## src/hdl/swmax_pkg.sv

```systemverilog
// Package for the sliding window maximum block.
// Shared constants and the pipeline tag type; no dependencies.
package swmax_pkg;

    localparam int WINDOW_MAX_DEF  = 64;
    localparam int SAMPLE_BITS_DEF = 32;
    localparam int CFG_BITS        = 7;
    localparam int OUT_BITS        = 32;
    localparam int GROUP_CELLS     = 8;

    localparam logic [CFG_BITS-1:0] WINDOW_RESET = 7'd4;

    typedef struct packed {
        logic produce;
        logic final_res;
    } t_tag;

endpackage

```

## src/hdl/swmax_group.sv

```systemverilog
// Registered oldest-candidate select over one group of cells.
// Uses swmax_pkg defaults.
module swmax_group #(
    parameter int SAMPLE_BITS = swmax_pkg::SAMPLE_BITS_DEF,
    parameter int GROUP_CELLS = swmax_pkg::GROUP_CELLS
) (
    input  logic                                   i_clk,
    input  logic                                   i_load,
    input  logic [GROUP_CELLS-1:0]                 i_qual,
    input  logic [GROUP_CELLS-1:0][SAMPLE_BITS-1:0] i_value,
    output logic                                   o_found,
    output logic [SAMPLE_BITS-1:0]                 o_value
);

    logic                   r_found;
    logic [SAMPLE_BITS-1:0] r_value;
    logic                   n_found;
    logic [SAMPLE_BITS-1:0] n_value;

    // highest qualifying index is the oldest live candidate
    always_comb begin
        n_found = 1'b0;
        n_value = i_value[0];
        for (int c = 0; c < GROUP_CELLS; c++) begin
            if (i_qual[c]) begin
                n_found = 1'b1;
                n_value = i_value[c];
            end
        end
    end

    always_ff @(posedge i_clk) begin
        if (i_load) begin
            r_found <= n_found;
            r_value <= n_value;
        end
    end

    assign o_found = r_found;
    assign o_value = r_value;

endmodule
```

## config.mk

```make
export PLATFORM = sky130hd
export DESIGN_NAME = swmax_group
export DESIGN_NICKNAME = d
export VERILOG_FILES = /design/src/hdl/swmax_pkg.sv /design/src/hdl/swmax_group.sv
export SDC_FILE = /design/constraint.sdc
export NUM_CORES = 1
export LEC_CHECK = 0
export BUFFER_PORTS_ARGS = -buffer_cell sky130_fd_sc_hd__buf_4
export CAP_MARGIN = 10
export CORE_AREA = 2 2 117 119
export DETAILED_ROUTE_END_ITERATION = 16
export DIE_AREA = 0 0 119 121
export GPL_TIMING_DRIVEN = 0
export PLACE_DENSITY_LB_ADDON = 0.25
export SLEW_MARGIN = 15
export SYNTH_ARGS = -nofsm -noshare
export SYNTH_HDL_FRONTEND = slang
export SYNTH_SLANG_ARGS = --single-unit
```

## constraint.sdc

```tcl
create_clock -name i_clk -period 1.6 [get_ports i_clk]
set_input_delay 0.32 -clock i_clk [delete_from_list [all_inputs] [get_ports i_clk]]
set_output_delay 0.32 -clock i_clk [all_outputs]
set_load 0.02 [all_outputs]
```

==> run summary <==
DIE
----------------------------------------------------------------------------------------
Floorplan die area                                                             14400 µm²
Height of the die                                                                 121 µm
Core Area                                                                      13100 µm²
Initial standard-cell utilization of the core                                      23.7%
Number of top-level design ports                                                     299
Standard-cell rows                                                                    42
Die outline width                                                                 119 µm

FINISH
----------------------------------------------------------------------------------------
Post-route design area                                                          5680 µm²
Final Util                                                                         43.4%
Relative area change from synthesis to final layout                                83.6%
Fraction of layout cells with a size suffix above 1                                63.3%
Diodes inserted                                                                        0
Fillcell total                                                                      1346
Number of nets in the finished design                                                875

CRITICAL PATH
----------------------------------------------------------------------------------------
Kind of start point of the critical path                                      input port
Critical path cell sequence                                                 buf_2 > clkbuf_1 > a21o_1 > a221oi_1 > o221ai_1
Endpoint class of the critical path                                                 flop
Critical path fanouts, max                                                            10
Delay of the slowest cell on the worst path                                      0.30 ns
Required time worst endpoint                                                     1.59 ns
Signal arrival time at the worst endpoint                                        1.56 ns
Kind of cell adding the most delay to the critical path                     compound AO/OA/AOI/OAI gates
Critical path buffer and inverter count                                                2
Crit path max-delay cell type                                               sky130_fd_sc_hd__clkbuf_1
Crit Path Class                                                                   in2reg

GRT
----------------------------------------------------------------------------------------
Sum of overflow across all layers after global routing                                 0
Wire length of the first global-routing pass                                     23.4 mm
Number of antenna violations at the first check in global routing                      0
Combined global-route utilization of all metal layers                              21.0%
Number of global-route vias before repair                                           4091
Pin count of the biggest net entering global routing                                  34

SYNTH
----------------------------------------------------------------------------------------
Synthesized netlist net count                                                        574
Area fraction of the dominant cell type after synthesis                            32.0%
Post-synthesis cell area                                                        3100 µm²
Library cells used by synthesis                                                       29
Total of warnings raised by yosys                                                      0
#FFs+latches synth                                                                    33
Fraction of the yosys area taken by sequential cells                               32.0%
Ranking of synthesized cells by area                                        sky130_fd_sc_hd__edfxtp_1 32%, sky130_fd_sc_hd__mux2_2 12%, sky130_fd_sc_hd__a221oi_2 11%
Per-instance average area after synthesis                                       10.1 µm²
Number of cells produced by synthesis                                                308
Leading area contributor after synthesis                                    sky130_fd_sc_hd__edfxtp_1

PLACED DESIGN
----------------------------------------------------------------------------------------
Total half-perimeter wirelength after legalization and detailed placement        13.0 mm
RePlAce Congestion                                                                 0.896
IO buf count                                                                         294
Placed inst area                                                                5520 µm²

HOLD PATH
----------------------------------------------------------------------------------------
Worst hold stages                                                                      3
Hold Startpoint                                                                i_qual[0]
Endpoint of the worst hold path                                                  o_found
Worst hold-check path type                                                        in2reg

ROUTE
----------------------------------------------------------------------------------------
Average detailed-routed wire length per instance                                 20.1 µm
Total number of vias                                                                3984
Routed via count divided by cell count                                              5.07
Total wire length                                                                15.8 mm
Number of violations reported at the end of detailed-routing iteration 0             266
DRC violations left                                                                    0
First-pass detailed-route iteration total                                              4
Post-route antenna net violation count                                                 0

OUTCOME
----------------------------------------------------------------------------------------
Run status                                                                  finished, final reports clean

CLOCKING
----------------------------------------------------------------------------------------
CTS max path bufs                                                                      2
Clk slew on worst S/H paths                                                      0.05 ns
Number of CTS-inserted buffers                                                         5
H-tree levels                                                                          2
CTS root buffer                                                             sky130_fd_sc_hd__clkbuf_16
Sinks on Clock Net                                                                    33
Clock tree from TritonCTS                                                           done

TIMING
----------------------------------------------------------------------------------------
Final count of hold timing violations                                                  0
Final worst-path cycle share                                                       97.8%
Unrepaired setup endpoints after global routing                                    false
Count of final setup violators                                                         0
Transition time of the tightest slew-check pin                                  0.790 ns
Slew margin rel.                                                                   47.3%
Sum of negative setup slack                                                         0 ns
Time the final worst path needs with I/O delays and setup                        1.56 ns
Highest attainable clock frequency                                             0.639 GHz
Max Transition Viols Final                                                             0

PWR
----------------------------------------------------------------------------------------
Maximum ir drop on the vdd rail                                                 0.353 mV
Leakage dissipation                                                           0.00254 µW
Design Power                                                                     3370 µW
Pwr/cell area                                                                 593 nW/µm²

RUN
----------------------------------------------------------------------------------------
Max Cap Viol                                                                           0

logic make-up after synthesis:
group	Yosys count	share of synthesized area, %
AOI/OAI and AO/OA	142	39.6
and+or+nand+nor	62	9.74
buffers and inverters	39	7.03
DFF	33	32.0
muxes	32	11.6
state kept, by name, indices dropped and copies added, names as in the netlist:
signal / count
o_value: 32
o_found: 1
Yosys cell counts, drive strengths merged:
cell / n
a221oi: 49
edfxtp: 33
mux2: 32
buf: 23
nand2b: 20
nor2: 20
o211ai: 20
o22ai: 18
a21o: 14
nand2: 14
o21ai: 14
a22oi: 13
clkbuf: 13
o221ai: 13
nor2b: 3
inv: 2
nor3: 2
a32oi: 1
clkinv: 1
nand3: 1
or3: 1
or3b: 1
tightest hold or removal path: stages:
cell and delay, ns:
sky130_fd_sc_hd__buf_4 0.08, sky130_fd_sc_hd__nor3_1 0.03, sky130_fd_sc_hd__nand3_1 0.06
worst max path at each step:
stage | end | cells past startpoint | slack, ns | from
global placement | o_value[25] | 5 | -0.27 | i_qual[4]
global route | o_value[30] | 6 | 0.004 | i_qual[7]
finish | o_value[25] | 5 | 0.04 | i_qual[4]
CTS | o_value[28] | 5 | 0.01 | i_qual[7]
detailed placement | o_value[29] | 5 | -0.31 | i_qual[6]
floorplan | o_value[18] | 6 | 0.01 | i_qual[6]
power breakdown:
| part | leakage [µW] | switching (µW) | total, µW | internal (µW) |
|---|---|---|---|---|
| clock | 0.0000706 | 362 | 934 | 572 |
| combinational | 0.00214 | 601 | 1350 | 749 |
| sequential | 0.000323 | 25.9 | 1090 | 1060 |
| total | 0.00254 | 989 | 3370 | 2380 |
metal layers:
metal  vias to the layer above  track usage (%)  share of wire, %  wire length, µm
met5                         -                0                 0                0
met4                         0             4.76               1.3              199
met1                      1867             25.6                39             6180
met3                        12             4.75               8.6             1360
li1                       1880                -                 -                -
met2                       225             37.6                51             8090
per-stage QoR:
step / instances / hold WS (ns) / worst slack (ns)
CTS: 786 / 0.323 / 0.0141
global route: 786 / 0.333 / 0.00355
finish: 786 / 0.327 / 0.0360
floorplan: 308 / 0.432 / 0.00999
global placement: 778 / 0.608 / -0.274
detailed placement: 778 / 0.609 / -0.314
area by class of cell:
| cell class | count | area (µm²) | area share (%) |
|---|---|---|---|
| repair buffers | 294 | 2210 | 38.8 |
| multi-input cells | 236 | 1900 | 33.4 |
| flip-flops and latches | 33 | 991 | 17.4 |
| well taps | 176 | 220 | 3.87 |
| plain buffers | 36 | 213 | 3.74 |
| clock buffers | 6 | 129 | 2.27 |
| inverters | 3 | 15.0 | 0.264 |
| clock inverters | 2 | 10.0 | 0.176 |
cell usage in the layout (no fill, tap or decap):
cell type / instances
sky130_fd_sc_hd__or3b_2: 1
sky130_fd_sc_hd__a21o_1: 14
sky130_fd_sc_hd__clkbuf_2: 6
sky130_fd_sc_hd__clkinvlp_4: 1
sky130_fd_sc_hd__o211ai_1: 20
sky130_fd_sc_hd__buf_2: 13
sky130_fd_sc_hd__o22ai_1: 18
sky130_fd_sc_hd__clkbuf_16: 5
sky130_fd_sc_hd__buf_12: 1
sky130_fd_sc_hd__buf_6: 4
sky130_fd_sc_hd__nor3_2: 1
sky130_fd_sc_hd__clkbuf_1: 10
sky130_fd_sc_hd__buf_4: 296
sky130_fd_sc_hd__a221oi_1: 26
sky130_fd_sc_hd__inv_1: 1
sky130_fd_sc_hd__inv_2: 1
sky130_fd_sc_hd__nand2_1: 14
sky130_fd_sc_hd__nor3_1: 1
sky130_fd_sc_hd__o221ai_1: 13
sky130_fd_sc_hd__edfxtp_1: 33
sky130_fd_sc_hd__nor2_1: 20
sky130_fd_sc_hd__nand2b_1: 20
sky130_fd_sc_hd__or3_1: 1
sky130_fd_sc_hd__a22oi_1: 13
sky130_fd_sc_hd__buf_1: 1
sky130_fd_sc_hd__nand3_1: 1
sky130_fd_sc_hd__clkinv_2: 2
sky130_fd_sc_hd__a32oi_1: 1
sky130_fd_sc_hd__mux2_2: 32
sky130_fd_sc_hd__o21ai_0: 14
sky130_fd_sc_hd__nor2b_1: 3
sky130_fd_sc_hd__a221oi_2: 23
repair_timing:
| item | in CTS | in global routing |
|---|---|---|
| resized for setup | 1 | 9 |
| buffers inserted | 0 | 0 |
| hold buffers | 0 | 0 |
| endpoints found under the setup margin | 4 | 17 |
(Power assumes the default switching activity.)
