### src/hdl/swmax_pkg.sv
// Package for the sliding window maximum block.
// Shared constants and the pipeline tag type; no dependencies.
package swmax_pkg;

    localparam int WINDOW_MAX_DEF  = 64;
    localparam int SAMPLE_BITS_DEF = 32;
    localparam int CFG_BITS        = 7;
    localparam int OUT_BITS        = 32;
    localparam int GROUP_CELLS     = 8;

    localparam logic [CFG_BITS-1:0] WINDOW_RESET = 7'd4;

    typedef struct packed {
        logic produce;
        logic final_res;
    } t_tag;

endpackage

### src/hdl/swmax_cell.sv
// One candidate cell: takes its neighbor's entry each word; if enabled, drops
// it on flush or if a newer sample is not smaller. Uses swmax_pkg defaults.
module swmax_cell #(
    parameter int SAMPLE_BITS = swmax_pkg::SAMPLE_BITS_DEF
) (
    input  logic                          i_clk,
    input  logic                          i_rst_n,
    input  logic                          i_en,
    input  logic                          i_flush,
    input  logic                          i_drop_en,
    input  logic signed [SAMPLE_BITS-1:0] i_sample,
    input  logic                          i_prev_valid,
    input  logic signed [SAMPLE_BITS-1:0] i_prev_value,
    output logic                          o_valid,
    output logic signed [SAMPLE_BITS-1:0] o_value
);

    logic                          r_valid;
    logic signed [SAMPLE_BITS-1:0] r_value;
    logic                          n_valid;
    logic                          w_drop;

    always_comb begin
        w_drop  = i_drop_en && (i_flush || (i_prev_value <= i_sample));
        n_valid = i_prev_valid && !w_drop;
    end

    always_ff @(posedge i_clk) begin
        if (!i_rst_n) begin
            r_valid <= 1'b0;
        end else if (i_en) begin
            r_valid <= n_valid;
        end
    end

    always_ff @(posedge i_clk) begin
        if (i_en) begin
            r_value <= i_prev_value;
        end
    end

    assign o_valid = r_valid;
    assign o_value = r_value;

endmodule

### config.mk
export PLATFORM = sky130hd
export DESIGN_NAME = swmax_cell
export DESIGN_NICKNAME = d
export VERILOG_FILES = /design/src/hdl/swmax_pkg.sv /design/src/hdl/swmax_cell.sv
export SDC_FILE = /design/constraint.sdc
export NUM_CORES = 1
export LEC_CHECK = 0
export ABC_AREA = 1
export BUFFER_PORTS_ARGS = -buffer_cell sky130_fd_sc_hd__buf_2
export CAP_MARGIN = 25
export CELL_PAD_IN_SITES_DETAIL_PLACEMENT = 1
export CELL_PAD_IN_SITES_GLOBAL_PLACEMENT = 2
export CORE_ASPECT_RATIO = 0.5
export CORE_MARGIN = 8
export CORE_UTILIZATION = 25
export DETAILED_ROUTE_END_ITERATION = 16
export HOLD_SLACK_MARGIN = 0.06
export PLACE_DENSITY = 0.89
export SLEW_MARGIN = 20
export SYNTH_ARGS = -nofsm -noshare
export SYNTH_HDL_FRONTEND = slang
export SYNTH_SLANG_ARGS = --single-unit
### constraint.sdc
create_clock -name i_clk -period 2 [get_ports i_clk]
set_clock_uncertainty 0.05 [all_clocks]
set_input_delay 0.3 -clock i_clk [delete_from_list [all_inputs] [get_ports i_clk]]
set_output_delay 0.3 -clock i_clk [all_outputs]
set_load 0.02 [all_outputs]
==> results.md, run 1 <==
* Die Span X at 139 µm
* Final Cycle Share at 78.7%
* # resized after CTS at 0
* Port bufs at 102
* Gpl congestion at 0.740
* WHS Path Cells at 1
* HP Start: i_prev_value[11]
* Final WL at 6090 µm
* Total grt overflow at 0
* First-pass GRT wire length at 9550 µm
* Setup Buffers After CTS at 0
* Sequential area share after synthesis at 51.6%
* Reg2reg start: o_valid
* Worst hold path class: in -> reg
* Wire length per cell at 15.6 µm
* Number of unique standard cell types used by synthesis at 20
* Critical R2R Capture: o_valid
* Setup TNS at 0 ns
* Final cell count without fillers at 391
* Initial DRT Pass Iterations at 2
* Synth Register Bits at 33
* CP Data Required Time at 2.17 ns
* Syn nets at 286
* Ant diodes at 0
* Mapped Cells at 184
* Initial core utilization at 25.9%
* Die H at 77.7 µm
* Met3 usage at 2.63%
* Final hold slack at 0.167 ns
* Placed insts at 383
* Detail Route Antenna Nets at 0
* # rows at 22
* Clk_lat worst skew at 0.28 ns
* Status: complete, no violations
* Core Area at 7350 µm²
* Startpoint types: input port
* Vias in the first global route at 1909
* CP Max Fanout at 3
* Slew Limit Headroom at 69.9%
* Worst VDD drop at 0.000319 V
* IO Pins at 103
* Max cap viols at 0
* Sum of net half-perimeters after detailed placement at 5260 µm
* Leak Pwr at 1.45 nW
* Post-layout min period at 1.57 ns
* CTS tree: yes
* GRT met1 Usage at 10.7%
* Share of layout cells above drive strength 1 at 39.7%
* Setup-failing EPs final at 0
* Cell Area, Synth at 1900 µm²
* Critical Path AT at 1.74 ns
* Num CTS Buffers at 5
* WHS Endpoint: o_value[11]
* Clk sink count at 33
* GRT Total Usage at 11.1%
* Die area at 10800 µm²
* Reg-to-reg setup timing slack at 1.37 ns
* Crit Path Category: in -> reg
* Grt peak-use layer: met2
* Htree depth at 2
* RSZ-0062 raised after global routing: false
* Post-DR vias/cell at 4.24
* Final hold vios at 0
* Syn Area/Cell at 10.3 µm²
* Slew Limit Fails at 0
* Pwr/cell area at 772 nW/µm²
* Syn-to-layout area delta at 42.8%
* Largest net degree at the start of global routing at 19
* Initial antenna violation count at 0
* Crit. End Element: register
* Worst Reg-to-Reg Cells at 2
* Slew @ Worst Pin at 0.452 ns
* # DRC at 0
* FILL cells at 875
* Hold_buf cts at 0
* DRT iter0 DRCs at 39
* Max Buffers Root-to-Sink at 2
* Fmax at 635 MHz
* Clock transition at the registers of the reported paths at 0.06 ns
* Root buffer cell: clkbuf_16
* Final nets at 396
* Met2 Usage GRT at 23.0%
* YS warnings at 0
* Via count at 1658
-- logic make-up after synthesis --
kind of cell / Yosys count / synth area share, %
and+or+nand+nor: 55 / 12.5
buffers and inverters: 43 / 8.49
DFF: 33 / 51.6
adders and majority gates: 32 / 21.1
AOI/OAI and AO/OA: 21 / 6.38
-- registers in the layout, summed over array words and instances (netlist names) --
| signal | cells |
|---|---|
| o_value | 32 |
| o_valid | 1 |
-- cell usage in the layout (no fill, tap or decap) --
master     instances
a21o_1             1
buf_12             1
bufinv_16          1
nor3_1             1
nor2_2             2
clkbuf_1           1
ha_1              32
a21oi_2            2
o21ai_0            2
inv_1             42
dfxtp_1            1
buf_2            102
edfxtp_1          32
a21oi_1           13
o21a_1             2
nand4_1            1
nand4_2            1
inv_2              1
nor3_2             1
a31oi_1            1
nand2_2            1
nor2_1             6
nand2_1           38
clkinv_1           1
nand3_1            4
clkbuf_16          5
-- power breakdown --
part / switching, mW / internal (mW) / total [mW]
clock network: 0.282 / 0.584 / 0.866
logic: 0.239 / 0.158 / 0.397
registers: 0.0139 / 0.819 / 0.832
total: 0.535 / 1.56 / 2.10
-- metal layers --
metal | wire length, µm | up-vias
li1 | - | 830
met4 | 63 | 0
met5 | 0 | -
met2 | 3580 | 30
met3 | 228 | 5
met1 | 2210 | 793
-- worst max path at each step --
stage	start	to	slack [ns]	cells after the start
6_report	i_sample[11]	o_valid	0.43	14
5_1_grt	i_sample[9]	o_valid	0.23	16
4_1_cts	i_sample[11]	o_valid	0.44	14
3_5_place_dp	i_sample[11]	o_valid	0.16	14
3_3_place_gp	i_sample[11]	o_valid	0.20	14
2_1_floorplan	i_sample[31]	o_valid	0.48	13
-- worst max-delay path, cell delays in order --
cell     delay [ns]
buf_2          0.07
inv_1          0.03
ha_1           0.32
a21oi_1        0.18
nand2_1        0.08
a21oi_1        0.20
nand2_1        0.08
nand2_1        0.08
nand2_1        0.06
nand2_1        0.06
nand3_1        0.06
nand2_1        0.06
nand2_1        0.06
a21oi_2        0.10
-- final cells by class --
type,count,area [µm²],area share [%]
well taps,96,120,4.42
clock inverters,2,33.8,1.24
flip-flops and latches,33,981,36.1
inverters,43,161,5.94
clock buffers,6,129,4.75
multi-input cells,108,759,28.0
repair buffers,103,531,19.5
-- through the flow --
step	worst slack (ns)	power [mW]	utilization [%]	area, µm²
after floorplan	0.475	1.05	-	1900
after global placement	0.199	1.23	34.7	2550
after detailed placement	0.160	1.25	34.7	2550
after CTS	0.443	2.13	36.9	2720
after global routing	0.228	2.20	36.9	2720
final	0.426	2.10	36.9	2720
-- Yosys cell counts --
library cell  count  share of area [%]
nor2_2            2               0.66
a31oi_1           1               0.33
nor3_2            1               0.53
ha_1             32                 21
a21oi_1          13                3.4
dfxtp_1           1                1.1
o21a_1            2               0.79
a21oi_2           2               0.92
nand4_2           1               0.66
edfxtp_1         32                 51
nor2_1            6                1.2
nor3_1            1               0.26
a21o_1            1               0.39
o21ai_0           2               0.53
nand3_1           4                1.1
nand2_1          38                7.5
inv_1            42                8.3
inv_2             1               0.20
nand2_2           1               0.33
nand4_1           1               0.33
(Power assumes the default switching activity.)
==> run 2, diff against run 1 <==
- ABC_AREA: 1 -> 0
- CORE_UTILIZATION: 25 -> 26
- PLACE_DENSITY: 0.89 -> 0.9
- clock period: 2 -> 1.59 ns (I/O delays scaled with it)
==> results.md, run 2 <==
* Reg2reg start: o_valid
* Synth top cells by count: 33 x inv_1, 32 x edfxtp_1, 32 x ha_1, 13 x a21oi_1, 8 x nand4_1
* Die Span X at 135 µm
* Detail Route Antenna Nets at 0
* Critical R2R Capture: o_valid
* Final setup margin at -0.121 ns
* Synth area leaders: edfxtp_1 52%, ha_1 22%, inv_1 6.8%
* Setup Buffers After CTS at 0
* Clock transition at the registers of the reported paths at 0.05 ns
* CP Max Fanout at 3
* Fmax at 584 MHz
* Failing checks: negative setup slack
* Sum of net half-perimeters after detailed placement at 5040 µm
* Die area at 10200 µm²
* DRT iter0 DRCs at 41
* Port bufs at 102
* First-pass GRT wire length at 9060 µm
* Sequential area share after synthesis at 53.6%
* Commonest non-fill, non-tap cell in the layout: buf_2
* Leak Pwr at 1.38 nW
* Critical Path AT at 1.87 ns
* CP Data Required Time at 1.75 ns
* Final nets at 378
* Initial antenna violation count at 0
* HP Start: i_prev_value[26]
* Die H at 75.4 µm
* IO Pins at 103
* Max reg flops at 32
* Root buffer cell: clkbuf_16
* Htree depth at 2
* Power, Total at 2.51 mW
* Initial DRT Pass Iterations at 4
* Share of layout cells above drive strength 1 at 52.3%
* Vias in the first global route at 1899
* Core Area at 6750 µm²
* FILL cells at 763
* # rows at 21
* Slew Limit Fails at 0
* Slew @ Worst Pin at 0.457 ns
* Gpl congestion at 0.744
* Wire length per cell at 15.8 µm
* RSZ-0062 raised after global routing: true
* Crit Path Category: in -> reg
* Slew Limit Headroom at 68.7%
* WHS Endpoint: o_value[26]
* Reg-to-reg setup timing slack at 0.70 ns
* YS warnings at 0
* Largest net degree at the start of global routing at 20
* Area leader, netlist: edfxtp_1
* Post-synth EDFFs at 32
* CTS tree: yes
* Ant diodes at 0
* Pwr/cell area at 872 nW/µm²
* Most frequent cells in the layout: 97 x buf_2, 32 x edfxtp_1, 23 x inv_1, 21 x ha_1, 16 x buf_4
* Clk_lat worst skew at 0.27 ns
* Async S/R FF share, synth at 0%
* WHS Path Cells at 1
* Most frequent cell after synthesis: inv_1
* GRT Total Usage at 11.3%
* Max cap viols at 0
* Hold_buf cts at 0
* Syn nets at 255
* Setup WS pre-CTS at -0.380 ns
* Startpoint types: input port
* Initial core utilization at 27.1%
* Worst hold path class: in -> reg
* Setup-failing EPs final at 1
* Post-layout min period at 1.71 ns
* Final Cycle Share at 108%
* Number of unique standard cell types used by synthesis at 26
* Total grt overflow at 0
* Syn-to-layout area delta at 57.2%
* Crit. End Element: register
* Top cell type's share of synthesized area at 52.5%
* Syn Area/Cell at 12.0 µm²
* Cell Area, Synth at 1830 µm²
* Post-DR vias/cell at 4.38
* Clk sink count at 33
* Worst Reg-to-Reg Cells at 4
* Max Buffers Root-to-Sink at 2
* # DRC at 0
* Synth Register Bits at 33
* Num CTS Buffers at 5
* Worst VDD drop at 0.000407 V
* Mapped Cells at 153
* Setup TNS at -0.121 ns
* Post-synth top flop: edfxtp_1
* Status: finished, violations left
* Final WL at 5840 µm
* Via count at 1615
* Final hold vios at 0
run 2: cell types whose count changed after synthesis, sizes merged, moves of 2 or more:
cell   previous run  this run
a221o             0         2
inv              43        33
nand2            39         5
nand4             2         8
nor2              8         2
nor4              0         2
o21a              2         0
o21ai             2         4
run 2: metal layers:
layer | global-route usage [%] | routed length, µm | share of wire, % | up-vias
met4 | 2.96 | 46 | 0.79 | 0
met5 | 0 | 0 | 0 | -
met2 | 23.5 | 3480 | 60 | 29
met3 | 3.09 | 264 | 4.5 | 5
met1 | 11.0 | 2040 | 35 | 771
li1 | - | - | - | 810
run 2: worst max-delay path by stage:
stage / start / cells after the start / slack, ns / endpoint
after floorplan: i_prev_value[29] / 7 / -0.12 / o_valid
after detailed placement: i_sample[29] / 10 / -0.38 / o_valid
after global routing: i_prev_value[29] / 8 / -0.21 / o_valid
final: i_prev_value[31] / 8 / -0.12 / o_valid
after CTS: i_prev_value[30] / 8 / -0.09 / o_valid
after global placement: i_prev_value[21] / 8 / -0.31 / o_valid
run 2: kinds of logic (layout without fill, tap and decap cells):
| family | count (synthesis) | after routing | synth area share [%] |
|---|---|---|---|
| buffers and inverters | 33 | 157 | 6.76 |
| flip-flops | 33 | 33 | 53.6 |
| AO/OA/AOI/OAI | 27 | 27 | 9.29 |
| adder cells (fa/ha/maj) | 32 | 32 | 21.9 |
| AND/OR/NAND/NOR | 28 | 28 | 8.54 |
run 2: critical path, cell delays in order:
cell and delay, ns:
buf_2 0.12, ha_4 0.24, nand4_1 0.16, nor2_1 0.09
a221o_1 0.34, a211o_1 0.26, or3b_1 0.35, nand3_1 0.07
run 2: final cells by class:
| class | count | area, µm² | share of cell area [%] |
|---|---|---|---|
| flip-flops and latches | 33 | 981 | 34.1 |
| multi-input cells | 87 | 877 | 30.5 |
| repair buffers | 116 | 639 | 22.2 |
| clock buffers | 8 | 136 | 4.74 |
| inverters | 33 | 131 | 4.56 |
| well taps | 92 | 115 | 4.00 |
run 2: metrics by stage:
step	util (%)	area [µm²]	hold slack, ns	std cells
4_1_cts	42.2	2850	0.102	369
3_3_place_gp	39.9	2700	0.387	361
5_1_grt	42.7	2880	0.103	369
6_report	42.7	2880	0.104	369
3_5_place_dp	39.9	2700	0.389	361
2_1_floorplan	-	1960	0.287	153
run 2: where the power goes:
group          leakage, nW  internal [mW]  switching [mW]
Clock               0.0652          0.582           0.333
Sequential           0.321           1.03          0.0155
Combinational        0.990          0.246           0.303
Total                 1.38           1.86           0.652
run 2: what timing repair did:
item | CTS | global route
pin swaps | 3 | 5
setup endpoints to repair | 1 | 1
gates resized for setup | 4 | 8
==> run 3, diff against run 2 <==
- CORE_ASPECT_RATIO: 0.5 -> 2
==> results.md, run 3 (synthesized netlist as in run 2, its figures left out) <==
* Clk sink count at 33
* Gpl congestion at 0.707
* Root buffer cell: clkbuf_16
* Final hold vios at 0
* Num CTS Buffers at 5
* Slowest cell on crit path: or3b_1
* CP Cell Sequence: buf_2, ha_4, nand4_1, nor2_1, a221o_1, a211o_1, or3b_1, nand3_1
* Syn-to-layout area delta at 57.4%
* Port bufs at 102
* Worst VDD drop at 0.000472 V
* Pwr/cell area at 883 nW/µm²
* Fmax at 589 MHz
* Detail Route Antenna Nets at 0
* Hold_buf cts at 0
* Worst hold path class: in -> reg
* Via count at 1657
* Initial DRT Pass Iterations at 3
* Slew Limit Fails at 0
* Htree depth at 2
* Sequential share of power at 41.1%
* Critical Path AT at 1.86 ns
* Setup-failing EPs final at 1
* First-pass GRT wire length at 8610 µm
* Crit Path Category: in -> reg
* Crit-path max cell delay at 0.35 ns
* CP Max Fanout at 3
* Clock transition at the registers of the reported paths at 0.05 ns
* Ant diodes at 0
* Post-DR vias/cell at 4.50
* Power share of the combinational group at 21.4%
* GRT Total Usage at 11.4%
* Failing checks: negative setup slack
* Status: finished, violations left
* Share of layout cells above drive strength 1 at 52.9%
* CTS tree: yes
* Max Buffers Root-to-Sink at 2
* Core Area at 6890 µm²
* RSZ-0062 raised after global routing: true
* FILL cells at 822
* Wire length per cell at 15.8 µm
* Final nets at 379
* DRT iter0 DRCs at 27
* # DRC at 0
* Final setup margin at -0.108 ns
* Setup TNS at -0.108 ns
* Post-layout min period at 1.70 ns
* Switch share at 25.4%
* Initial antenna violation count at 1
* Max cap viols at 0
* Vias in the first global route at 1877
* IO Pins at 103
* Most frequent cells in the layout: 99 x buf_2, 32 x edfxtp_1, 23 x inv_1, 22 x ha_1, 17 x buf_4
* Startpoint types: input port
* # rows at 43
* Sum of net half-perimeters after detailed placement at 5090 µm
* Final hold slack at 0.101 ns
* Crit. End Element: register
* Leak Pwr at 1.40 nW
* Largest net degree at the start of global routing at 24
* Reg-to-reg setup timing slack at 0.68 ns
* Die area at 10100 µm²
* Max reg flops at 32
* Initial core utilization at 26.6%
* Psw at 648 µW
* Total grt overflow at 0
* Die H at 135 µm
* Slew @ Worst Pin at 0.337 ns
* Final Cycle Share at 107%
* Clk_lat worst skew at 0.27 ns
* Die Span X at 75.4 µm
* Commonest non-fill, non-tap cell in the layout: buf_2
* Final WL at 5810 µm
* Cell-internal power at 1.90 mW
* Slew Limit Headroom at 77.5%
* Clock network power share at 37.5%
* CP Data Required Time at 1.75 ns
## run 3: area by class of cell
class,instances,area (µm²),area share [%]
Clock buffer,8,146,5.08
Inverter,33,131,4.56
Multi-Input combinational cell,87,878,30.5
Sequential cell,33,981,34.0
Tap cell,90,113,3.90
Timing Repair Buffer,117,634,22.0
## run 3: power groups by stage
stage | Sequential [mW] | Combinational, mW | Clock (mW)
after global placement | 1.06 | 0.533 | 0
after global routing | 1.05 | 0.604 | 1.01
final | 1.05 | 0.545 | 0.954
after CTS | 1.05 | 0.557 | 0.991
after floorplan | 1.16 | 0.169 | 0
after detailed placement | 1.06 | 0.548 | 0
## run 3: what timing repair did
item / CTS / global route
buffers inserted: 0 / 1
setup endpoints to repair: 1 / 1
pin swaps: 3 / 2
resized for setup: 4 / 5
## run 3: path summary, 6_finish.rpt
kind / from / end / cells past startpoint
max: i_prev_value[31] / o_valid / 8
min: i_prev_value[23] / o_value[23] / 1
max reg2reg: o_valid / o_valid / 4
min reg2reg: o_valid / o_valid / 4
## run 3: per-layer routing
metal  track usage [%]  up-vias  routed length, µm
met3              3.71        8                558
met1              9.07      773               1670
met2              23.1       61               3470
li1                  -      813                  -
met5                 0        -                 10
met4              4.53        2                 98
## run 3: stage by stage
| stage | total power [mW] | utilization (%) | instances | setup WS (ns) | instance area [µm²] |
|---|---|---|---|---|---|
| CTS | 2.59 | 41.5 | 367 | -0.0932 | 2860 |
| detailed placement | 1.61 | 39.1 | 359 | -0.408 | 2690 |
| floorplan | 1.33 | - | 153 | -0.117 | 1960 |
| global placement | 1.59 | 39.1 | 359 | -0.337 | 2690 |
| finish | 2.55 | 41.9 | 368 | -0.108 | 2880 |
| global route | 2.67 | 41.9 | 368 | -0.189 | 2880 |
## run 3: worst max-delay path, delay by kind of cell
kind / cells / cell delay, ns
fa+ha+maj: 1 / 0.24
buf+inv: 1 / 0.12
simple gates: 4 / 0.70
compound gates: 2 / 0.56
